<file path="config.mk">
export PLATFORM = sky130hd
export DESIGN_NAME = circular_deque_top
export DESIGN_NICKNAME = d
export VERILOG_FILES = /design/src/hw/rtl/cdq_pkg.sv /design/src/hw/rtl/cdq_ram.sv /design/src/hw/rtl/cdq_ctrl.sv /design/src/hw/rtl/circular_deque_top.sv
export SDC_FILE = /design/constraint.sdc
export NUM_CORES = 1
export LEC_CHECK = 0
export ABC_AREA = 1
export BUFFER_PORTS_ARGS = -buffer_cell sky130_fd_sc_hd__buf_2
export CORE_UTILIZATION = 45
export CTS_CLUSTER_SIZE = 40
export DETAILED_ROUTE_END_ITERATION = 8
export GPL_ROUTABILITY_DRIVEN = 0
export SLEW_MARGIN = 20
export SYNTH_ARGS = -nofsm -noshare
export SYNTH_HDL_FRONTEND = slang
export SYNTH_HIERARCHICAL = 1
export SYNTH_SLANG_ARGS = --single-unit
</file>
<file path="constraint.sdc">
create_clock -name clk_i -period 4.8 [get_ports clk_i]
set_input_delay 0.48 -clock clk_i [delete_from_list [all_inputs] [get_ports clk_i]]
set_output_delay 0.48 -clock clk_i [all_outputs]
set_load 0.03 [all_outputs]
</file>
<file path="src/hw/rtl/cdq_pkg.sv">
// Shared types and constants for the circular deque block.
// No dependencies; imported by cdq_ram, cdq_ctrl and circular_deque_top.
package cdq_pkg;

  localparam int DEPTH      = 8;
  localparam int DATA_WIDTH = 32;
  localparam int IDX_W      = (DEPTH > 1) ? $clog2(DEPTH) : 1;

  // Operation codes carried in the kind field
  localparam logic [1:0] KIND_PUSH_FRONT = 2'd0;
  localparam logic [1:0] KIND_PUSH_BACK  = 2'd1;
  localparam logic [1:0] KIND_POP_FRONT  = 2'd2;
  localparam logic [1:0] KIND_POP_BACK   = 2'd3;

  typedef enum logic [1:0] {
    ST_DONE      = 2'd0,
    ST_OVERFLOW  = 2'd1,
    ST_UNDERFLOW = 2'd2
  } status_e;

  typedef struct packed {
    logic        [1:0]  kind;
    logic signed [31:0] value;
  } req_t;

  typedef struct packed {
    logic signed [31:0] front_value;
    logic signed [31:0] back_value;
    logic               is_empty;
    logic               is_full;
    logic        [1:0]  status;
  } rsp_t;

  // One write port and one read port into the ring storage
  typedef struct packed {
    logic                  we;
    logic [IDX_W-1:0]      waddr;
    logic [DATA_WIDTH-1:0] wdata;
    logic                  re;
    logic [IDX_W-1:0]      raddr;
  } mem_req_t;

endpackage

</file>
<file path="src/hw/rtl/cdq_ram.sv">
// Ring storage: DEPTH x DATA_WIDTH, one write port, one read port, registered read.
// Depends on cdq_pkg.
module cdq_ram
  import cdq_pkg::*;
(
  input  logic                  clk_i,
  input  mem_req_t              mem_req_i,
  output logic [DATA_WIDTH-1:0] rdata_o
);

  logic [DATA_WIDTH-1:0] mem [DEPTH];
  logic [DATA_WIDTH-1:0] rdata_q;

  always_ff @(posedge clk_i) begin
    if (mem_req_i.we) begin
      mem[mem_req_i.waddr] <= mem_req_i.wdata;
    end
    if (mem_req_i.re) begin
      rdata_q <= mem[mem_req_i.raddr];
    end
  end

  assign rdata_o = rdata_q;

endmodule

</file>
<file path="src/hw/rtl/cdq_ctrl.sv">
// Deque control: head/tail indices, empty flag, cached end entries, result build.
// Depends on cdq_pkg; drives the cdq_ram port.
module cdq_ctrl
  import cdq_pkg::*;
(
  input  logic                  clk_i,
  input  logic                  rst_ni,
  input  logic                  start_i,
  input  req_t                  req_i,
  input  logic [DATA_WIDTH-1:0] rdata_i,
  output mem_req_t              mem_req_o,
  output logic                  busy_o,
  output logic                  valid_o,
  output rsp_t                  rsp_o
);

  function automatic logic [IDX_W-1:0] idx_inc(input logic [IDX_W-1:0] i);
    return (i == IDX_W'(DEPTH - 1)) ? '0 : i + 1'b1;
  endfunction

  function automatic logic [IDX_W-1:0] idx_dec(input logic [IDX_W-1:0] i);
    return (i == '0) ? IDX_W'(DEPTH - 1) : i - 1'b1;
  endfunction

  function automatic logic [31:0] widen(input logic [DATA_WIDTH-1:0] v);
    logic signed [63:0] w;
    w = 64'($signed(v));
    return w[31:0];
  endfunction

  logic [IDX_W-1:0]      head_q, head_d, tail_q, tail_d;
  logic                  empty_q, empty_d;
  logic                  busy_q, busy_d;
  logic                  pend_front_q, pend_front_d;
  logic                  pend_back_q, pend_back_d;
  status_e               status_q, status_d;
  logic [DATA_WIDTH-1:0] front_q, front_d, back_q, back_d;
  logic [DATA_WIDTH-1:0] push_data;
  logic [DATA_WIDTH-1:0] front_cur, back_cur;
  logic                  full;

  assign full      = !empty_q && (idx_inc(tail_q) == head_q);
  assign push_data = DATA_WIDTH'(64'($signed(req_i.value)));
  assign front_cur = pend_front_q ? rdata_i : front_q;
  assign back_cur  = pend_back_q  ? rdata_i : back_q;

  always_comb begin
    head_d       = head_q;
    tail_d       = tail_q;
    empty_d      = empty_q;
    busy_d       = busy_q;
    pend_front_d = 1'b0;
    pend_back_d  = 1'b0;
    status_d     = status_q;
    front_d      = front_q;
    back_d       = back_q;
    mem_req_o    = '0;

    if (busy_q) begin
      // retire: fold the fetched entry into the cache
      busy_d  = 1'b0;
      front_d = front_cur;
      back_d  = back_cur;
    end else if (start_i) begin
      busy_d   = 1'b1;
      status_d = ST_DONE;
      unique case (req_i.kind)
        KIND_PUSH_FRONT, KIND_PUSH_BACK: begin
          if (full) begin
            status_d = ST_OVERFLOW;
          end else if (empty_q) begin
            head_d          = '0;
            tail_d          = '0;
            empty_d         = 1'b0;
            mem_req_o.we    = 1'b1;
            mem_req_o.waddr = '0;
            mem_req_o.wdata = push_data;
            front_d         = push_data;
            back_d          = push_data;
          end else if (req_i.kind == KIND_PUSH_FRONT) begin
            head_d          = idx_dec(head_q);
            mem_req_o.we    = 1'b1;
            mem_req_o.waddr = idx_dec(head_q);
            mem_req_o.wdata = push_data;
            front_d         = push_data;
          end else begin
            tail_d          = idx_inc(tail_q);
            mem_req_o.we    = 1'b1;
            mem_req_o.waddr = idx_inc(tail_q);
            mem_req_o.wdata = push_data;
            back_d          = push_data;
          end
        end
        KIND_POP_FRONT, KIND_POP_BACK: begin
          if (empty_q) begin
            status_d = ST_UNDERFLOW;
          end else if (head_q == tail_q) begin
            head_d  = '0;
            tail_d  = '0;
            empty_d = 1'b1;
          end else if (req_i.kind == KIND_POP_FRONT) begin
            head_d          = idx_inc(head_q);
            mem_req_o.re    = 1'b1;
            mem_req_o.raddr = idx_inc(head_q);
            pend_front_d    = 1'b1;
          end else begin
            tail_d          = idx_dec(tail_q);
            mem_req_o.re    = 1'b1;
            mem_req_o.raddr = idx_dec(tail_q);
            pend_back_d     = 1'b1;
          end
        end
        default: begin
          status_d = ST_DONE;
        end
      endcase
    end
  end

  always_ff @(posedge clk_i or negedge rst_ni) begin
    if (!rst_ni) begin
      head_q       <= '0;
      tail_q       <= '0;
      empty_q      <= 1'b1;
      busy_q       <= 1'b0;
      pend_front_q <= 1'b0;
      pend_back_q  <= 1'b0;
      status_q     <= ST_DONE;
    end else begin
      head_q       <= head_d;
      tail_q       <= tail_d;
      empty_q      <= empty_d;
      busy_q       <= busy_d;
      pend_front_q <= pend_front_d;
      pend_back_q  <= pend_back_d;
      status_q     <= status_d;
    end
  end

  always_ff @(posedge clk_i) begin
    front_q <= front_d;
    back_q  <= back_d;
  end

  assign busy_o  = busy_q;
  assign valid_o = busy_q;

  always_comb begin
    rsp_o.front_value = empty_q ? '0 : widen(front_cur);
    rsp_o.back_value  = empty_q ? '0 : widen(back_cur);
    rsp_o.is_empty    = empty_q;
    rsp_o.is_full     = full;
    rsp_o.status      = status_q;
  end

endmodule

</file>
<file path="src/hw/rtl/circular_deque_top.sv">
// Circular deque top level: a double-ended queue of DEPTH entries in a ring memory.
// Depends on cdq_pkg, cdq_ram and cdq_ctrl.
//
// Usage:
//   Request channel: drive req_i (kind, value) and raise start while busy is low.
//   The request is taken at that rising edge; busy then stays high for one cycle.
//   Kinds: push front, push back, pop front, pop back. Value is ignored for pops.
//   Result channel: result_valid_o is high for exactly one cycle, the cycle
//   after the request is taken, with rsp_o holding the front and back entries
//   after the operation (zero when empty), the empty and full flags and a
//   status: done, push dropped because full, or pop ignored because empty.
//   The receiver cannot stall; it must take rsp_o in the strobe cycle.
//   A new request is not taken while busy is high, that is until the result is
//   out; this is set by the registered read of the ring memory: a pop
//   fetches the new end entry from the memory and the result waits for it.
//   Pushes write the memory and update the cached end entries at once.
//   Reset (rst_ni low, asynchronous) empties the deque and clears busy and
//   the strobe; the memory itself is not cleared, entries outside the live
//   span are never read.
module circular_deque_top
  import cdq_pkg::*;
(
  input  logic clk_i,
  input  logic rst_ni,
  input  logic start,
  input  req_t req_i,
  output logic busy,
  output logic result_valid_o,
  output rsp_t rsp_o
);

  mem_req_t              mem_req;
  logic [DATA_WIDTH-1:0] mem_rdata;

  // hold the ring contents; read data is registered in the memory
  cdq_ram u_ram (
    .clk_i     (clk_i),
    .mem_req_i (mem_req),
    .rdata_o   (mem_rdata)
  );

  // advance indices, drop overflowing pushes, ignore empty pops
  cdq_ctrl u_ctrl (
    .clk_i     (clk_i),
    .rst_ni    (rst_ni),
    .start_i   (start),
    .req_i     (req_i),
    .rdata_i   (mem_rdata),
    .mem_req_o (mem_req),
    .busy_o    (busy),
    .valid_o   (result_valid_o),
    .rsp_o     (rsp_o)
  );

  // A taken request produces a result in the next cycle
  assert property (@(posedge clk_i) disable iff (!rst_ni)
    (start && !busy) |=> result_valid_o)
    else $error("request taken without a result strobe");

  // The result strobe is never held high past its pulse
  assert property (@(posedge clk_i) disable iff (!rst_ni)
    result_valid_o |=> !result_valid_o)
    else $error("result strobe held longer than one cycle");

  // An empty deque reports zero entries and is never full
  assert property (@(posedge clk_i) disable iff (!rst_ni)
    (result_valid_o && rsp_o.is_empty) |->
      (rsp_o.front_value == '0 && rsp_o.back_value == '0 && !rsp_o.is_full))
    else $error("empty deque reports entries or full");

  // The memory is never written and read in the same cycle
  assert property (@(posedge clk_i) disable iff (!rst_ni)
    !(mem_req.we && mem_req.re))
    else $error("ring memory written and read together");

endmodule

</file>
==> results of run 1 <==
per-stage QoR:
step | utilization | instances | setup slack, ns
2_1_floorplan | - | 1766 | 0.655
3_3_place_gp | 0.485 | 2277 | 1.51
3_5_place_dp | 0.485 | 2277 | 1.48
4_1_cts | 0.522 | 2351 | 1.45
5_1_grt | 0.522 | 2351 | 1.24
6_report | 0.522 | 2351 | 1.53
path summary, 6_finish.rpt:
check	cells after the start	slack (ns)	end	start
max	9	1.53	u_ram/mem[6][17]	u_ctrl/empty_q
min	2	0.15	u_ctrl/pend_front_q	req_i[32]
max reg2reg	9	1.53	u_ram/mem[6][17]	u_ctrl/empty_q
min reg2reg	2	0.51	u_ctrl/status_q[1]	u_ctrl/status_q[1]
max in group asynchronous	2	4.15	u_ctrl/empty_q	rst_ni
min in group asynchronous	2	0.37	u_ctrl/tail_q[1]	rst_ni
cell type report:
| cell class | instances | area share |
|---|---|---|
| clock buffer | 51 | 0.0555 |
| clock inverter | 22 | 0.0148 |
| inverter | 317 | 0.0623 |
| multi-input combinational | 998 | 0.229 |
| sequential | 364 | 0.568 |
| tap | 468 | 0.0306 |
| timing repair buffer | 131 | 0.0402 |
worst max-delay path: cells and delay by family (launching register included):
kind / cells / cell delay (ns)
buffers and inverters: 3 / 0.48
AOI/OAI and AO/OA: 1 / 0.19
and+or+nand+nor: 5 / 1.24
DFF: 1 / 1.03
where the power goes:
part / internal [mW] / leakage, nW / switching, mW / total [mW]
sequential: 3.83 / 3.44 / 0.138 / 3.97
clock: 1.90 / 0.642 / 1.24 / 3.14
combinational: 0.643 / 4.43 / 1.79 / 2.44
registers in the layout, indices dropped and copies added (netlist names), 2 cells and up:
| name | cells |
|---|---|
| u_ram/rdata_o | 32 |
| u_ctrl/status_q | 2 |
| u_ctrl/front_q | 32 |
| u_ctrl/back_q | 32 |
| u_ctrl/tail_q | 3 |
| u_ram/mem | 256 |
| u_ctrl/head_q | 3 |
logic make-up after synthesis:
kind of cell	count (synthesis)
compound gates	147
xor+xnor	1
fa+ha+maj	8
buf+inv	404
flops	364
simple gates	842
synth_stat cells, types with 2 or more instances:
| master | number | area share |
|---|---|---|
| buf_2 | 27 | 0.0080 |
| ha_1 | 8 | 0.0059 |
| buf_6 | 15 | 0.010 |
| nor2_1 | 120 | 0.027 |
| dfrtp_1 | 11 | 0.016 |
| inv_2 | 4 | 0.00089 |
| nand2_1 | 567 | 0.13 |
| buf_4 | 8 | 0.0036 |
| edfxtp_1 | 352 | 0.63 |
| buf_1 | 8 | 0.0018 |
| nand2_2 | 3 | 0.0011 |
| inv_1 | 313 | 0.070 |
| clkbuf_1 | 29 | 0.0065 |
| o21ai_0 | 136 | 0.040 |
| nand3_1 | 143 | 0.043 |
| a22oi_1 | 2 | 0.00089 |
| nor2_2 | 3 | 0.0011 |
| o21ai_1 | 3 | 0.00089 |
| nand2_4 | 3 | 0.0020 |
layer usage:
metal  GRT usage  up-vias  part of all wire
li1            -     5779                 -
met1       0.290     5644              0.46
met2       0.354      326              0.47
met3      0.0311       59             0.056
met4      0.0577        0             0.020
met5           0        -                 0
repair_timing:
action / 4_1_cts / 5_1_grt
buffers inserted: 0 / 0
hold buffers: 1 / 0
endpoints found under the hold margin: 11 / 0
==> flow_summary.yaml, run 1 <==
floorplan:
  core_area_sq_um: 36700
  initial_core_util: 0.459
  rows: 70
  die_y_um: 195
  io_pins: 107
  design.die.area_sq_um: 38200
  dieWidth_um: 195
grt:
  grt_overflow: 0
  grt_pass1_wl_um: 63000
  grt_pass1_vias: 11600
  grt_max_degree: 129
  antenna_found_initial: 0
  grtUsageTotal: 0.212
yosys:
  yosysSeqAreaShare: 0.646
  syn_area_sq_um: 16800
  netlist_instances: 1766
  ys_async_sr_fraction: 0.0330
  synthAdderAreaFrac: 0.00595
  synth_edf_count: 352
  synth_seq_cells: 364
  synth-xor-area-share: 0.000520
  synth_fp_nets: 1811
  synth_top_family_by_area: "simple AND/OR/NAND/NOR gates"
  synth_compound_area_frac: 0.0453
  muxShareOfSynthArea: 0
  synth_area_per_cell_sq_um: 9.53
  synthDistinctLibCells: 30
  synthSimpleGateAreaFrac: 0.202
  yosys_warnings: 6
  ys.flop_type: "edfxtp_1"
placed_design:
  place_hpwl_um: 22300
  postPlaceCellArea_sq_um: 17800
  io_buffers: 106
cells_and_area:
  syn2layout_area_growth_pct: 13.7
  nets: 1897
  multiInputGateArea_sq_um: 4380
  final_common_cell: "nand2_1"
  seqCellArea_sq_um: 10900
  num_antenna_cells: 0
  drive_above_1_share: 0.118
  fill_cells: 3302
  fin_area_sq_um: 19100
  layout_common_cells: "nand2_1 (567), edfxtp_1 (352), inv_1 (313), nand3_1 (143), o21ai_0 (134)"
setup_path:
  cp_slowest_cell: "dfstp_2"
  crit_path_cell_trace: "nor2_2 > nand2_1 > inv_1 > a32oi_1 > nor2_1 > inv_1 > nand2_1 > nor2_4 > buf_4"
  cp-end-kind: "flop"
  critPathMaxStageDelay_ns: 1.03
  worstSetupPathType: "reg -> reg"
  worstSetupStartpointType: "flop"
  critPathArrivalTime_ns: 3.50
  critPathRequiredTime_ns: 5.04
  worst-path-max-fanout: 37
sta:
  finalWorstPathRequiredPeriod_ns: 3.27
  slew_headroom: 0.312
  grt_setup_unrepaired: "no"
  clock.fmax_mhz: 306
  hold_violations: 0
  fin_crit_sh: 0.680
  finalSetupViolCount: 0
  fin_worst_skew_ns: 0.0149
  holdWs_ns: 0.154
  slew_violations: 0
  tightest_slew_ns: 1.03
  fin_tns_setup_ns: 0
power_and_ir_drop:
  p_total_mw: 9.54
  cellLeakagePower_nw: 8.51
  p_per_area_nw_per_um2: 498
  vdd_drop_max_uv: 262
routing:
  drt-initial-drc-count: 723
  first_pass_iters: 5
  routed_wl_um: 39600
  vias: 11800
  drt.antenna.violating_nets: 0
  avgViaCountPerCell: 5.02
  drc_errors: 0
  routedWlPerCell_um: 16.8
clock_network:
  htree_levels: 2
  clkTransAtPathRegs_ns: 0.06
  clock_latency_ns: 0.54
  cts_sinks: 364
  clockBufferDepth: 3
  cts-root-buf: "clkbuf_16"
  cts_buffers: 40
  cts_tree: "built"
  cts_resized: 0
job:
  cap_violations: 0
hold_path:
  hold_class: "in -> reg"
status:
  outcome: "completed"
Power figures use the tool's default switching activity.
==> inputs of run 2 (changes only) <==
==> constraint.sdc (replaced) <==
create_clock -name clk_i -period 2.7 [get_ports clk_i]
set_input_delay 0.27 -clock clk_i [delete_from_list [all_inputs] [get_ports clk_i]]
set_output_delay 0.27 -clock clk_i [all_outputs]
set_load 0.03 [all_outputs]
==> run 2 against run 1 <==
Critical path type is now reg -> out. Sequential cell count unchanged. Design area up 2.2%. Critical path depth down 5. Die area unchanged. Cell count up 1.2%.
==> flow_summary.yaml, run 2 (synthesis gave the netlist of run 1 again) <==
status:
  outcome: "completed"
floorplan:
  die_y_um: 195
  initial_core_util: 0.459
  dieWidth_um: 195
  design.die.area_sq_um: 38200
  rows: 70
  io_pins: 107
  core_area_sq_um: 36700
power_and_ir_drop:
  p_int_mw: 11.1
  power.share.sequential: 0.419
  swShare: 0.338
  pwr-share-clk: 0.302
  cellLeakagePower_nw: 8.69
  p_total_mw: 16.7
  vdd_drop_max_uv: 474
  power_switching_mw: 5.65
  p_comb_frac: 0.279
  p_per_area_nw_per_um2: 853
clock_network:
  clkTransAtPathRegs_ns: 0.06
  cts_buffers: 40
  cts_sinks: 364
  cts_tree: "built"
  clock_latency_ns: 0.53
  clockBufferDepth: 3
  cts-root-buf: "clkbuf_16"
  htree_levels: 2
setup_path:
  cp-end-kind: "output port"
  worst-path-max-fanout: 37
  critPathRequiredTime_ns: 2.43
  critPathArrivalTime_ns: 2.31
  r2r_end: "u_ram/mem[2][20]"
  worstSetupPathType: "reg -> out"
  worstSetupStartpointType: "flop"
  regToRegSetupSlack_ns: 0.12
  regToRegStartpoint: "u_ctrl/tail_q[0]"
  reg2reg_depth: 14
sta:
  slew_headroom: 0.434
  holdWs_ns: 0.0657
  slew_violations: 0
  finalSetupViolCount: 0
  finalWorstPathRequiredPeriod_ns: 2.58
  grt_setup_unrepaired: "no"
  hold_violations: 0
  fin_crit_sh: 0.954
  tightest_slew_ns: 0.848
  fin_worst_skew_ns: 0.00784
  clock.fmax_mhz: 388
cells_and_area:
  final_common_cell: "nand2_1"
  layout_common_cells: "nand2_1 (565), edfxtp_1 (352), inv_1 (313), nand3_1 (142), o21ai_0 (134)"
  syn2layout_area_growth_pct: 16.3
  fill_cells: 3241
  seqCellArea_sq_um: 10900
  nets: 1932
  fin_area_sq_um: 19600
  fin_cells: 2380
  largest_reg_flops: 256
  drive_above_1_share: 0.134
  multiInputGateArea_sq_um: 4410
  top_register: "u_ram/mem"
hold_path:
  hp-start: "req_i[3]"
  hold_class: "in -> reg"
  hold_end: "u_ctrl/front_q[3]"
  hold_depth: 3
grt:
  grtUsageTotal: 0.211
  grt_pass1_wl_um: 62800
  grt_max_degree: 100
  grt_overflow: 0
  antenna_found_initial: 0
  grt_pass1_vias: 11400
job:
  cap_violations: 0
placed_design:
  dp.cells: 2306
  postPlaceCellArea_sq_um: 18300
  io_buffers: 106
  place_hpwl_um: 24600
routing:
  first_pass_iters: 8
  routed_wl_um: 39900
  avgViaCountPerCell: 5.03
  drc_errors: 0
  vias: 12000
  drt.antenna.violating_nets: 0
  drt-initial-drc-count: 846
  routedWlPerCell_um: 16.8
[run 2: critical path, cell delays in order, from the launching register on]
cell and delay [ns]:
dfrtp_2 0.91, buf_4 0.35, o21ai_0 0.14, nor2_1 0.13, buf_2 0.22
[run 2: repair_timing]
action	CTS	global route
endpoints found under the hold margin	13	0
hold buffers	2	0
setup buffers	0	3
pin swaps	0	2
gates resized for setup	2	7
cloned	0	2
setup endpoints to repair	14	296
[run 2: cell type report]
type                       count  area share
timing repair buffer         166      0.0668
antenna                        1    0.000128
clock inverter                15     0.00575
inverter                     317      0.0609
tap                          468      0.0299
multi-input combinational    998       0.225
clock buffer                  51      0.0554
sequential                   364       0.556
[run 2: metrics by stage]
stage	setup TNS, ns	setup slack, ns	utilization
6_report	0	0.124	0.533
5_1_grt	0	0.00510	0.533
4_1_cts	0	0.00796	0.531
3_5_place_dp	0	0.0357	0.498
3_3_place_gp	0	0.0716	0.498
2_1_floorplan	-37.47	-0.579	-
[run 2: how the worst max path moves through the flow]
stage                              from                to  cells past startpoint
CTS                    u_ctrl/tail_q[0]   u_ram/mem[2][9]                     13
global placement       u_ctrl/tail_q[0]   u_ram/mem[2][8]                     13
global route           u_ctrl/tail_q[0]  u_ram/mem[2][20]                     14
floorplan              u_ctrl/tail_q[0]  u_ctrl/back_q[0]                      9
finish              u_ctrl/pend_front_q         rsp_o[64]                      4
detailed placement     u_ctrl/tail_q[0]  u_ram/mem[5][16]                     12
[run 2: power by group through the flow]
| stage | Combinational, mW | Clock, mW | Sequential [mW] |
|---|---|---|---|
| after floorplan | 3.23 | 0 | 7.04 |
| after global placement | 4.60 | 0 | 7.10 |
| after detailed placement | 4.64 | 0 | 7.12 |
| after CTS | 4.66 | 5.15 | 7.00 |
| after global routing | 5.13 | 5.35 | 7.05 |
| final | 4.65 | 5.05 | 7.00 |
[run 2: layer usage]
metal  GRT usage  wire [um]  vias to the layer above  share of wire
met5           0          0                        -              0
met4      0.0621        834                        0          0.021
met1       0.298      18500                     5724           0.46
met3      0.0263       2080                       51          0.052
met2       0.344      18500                      320           0.46
li1            -          -                     5865              -
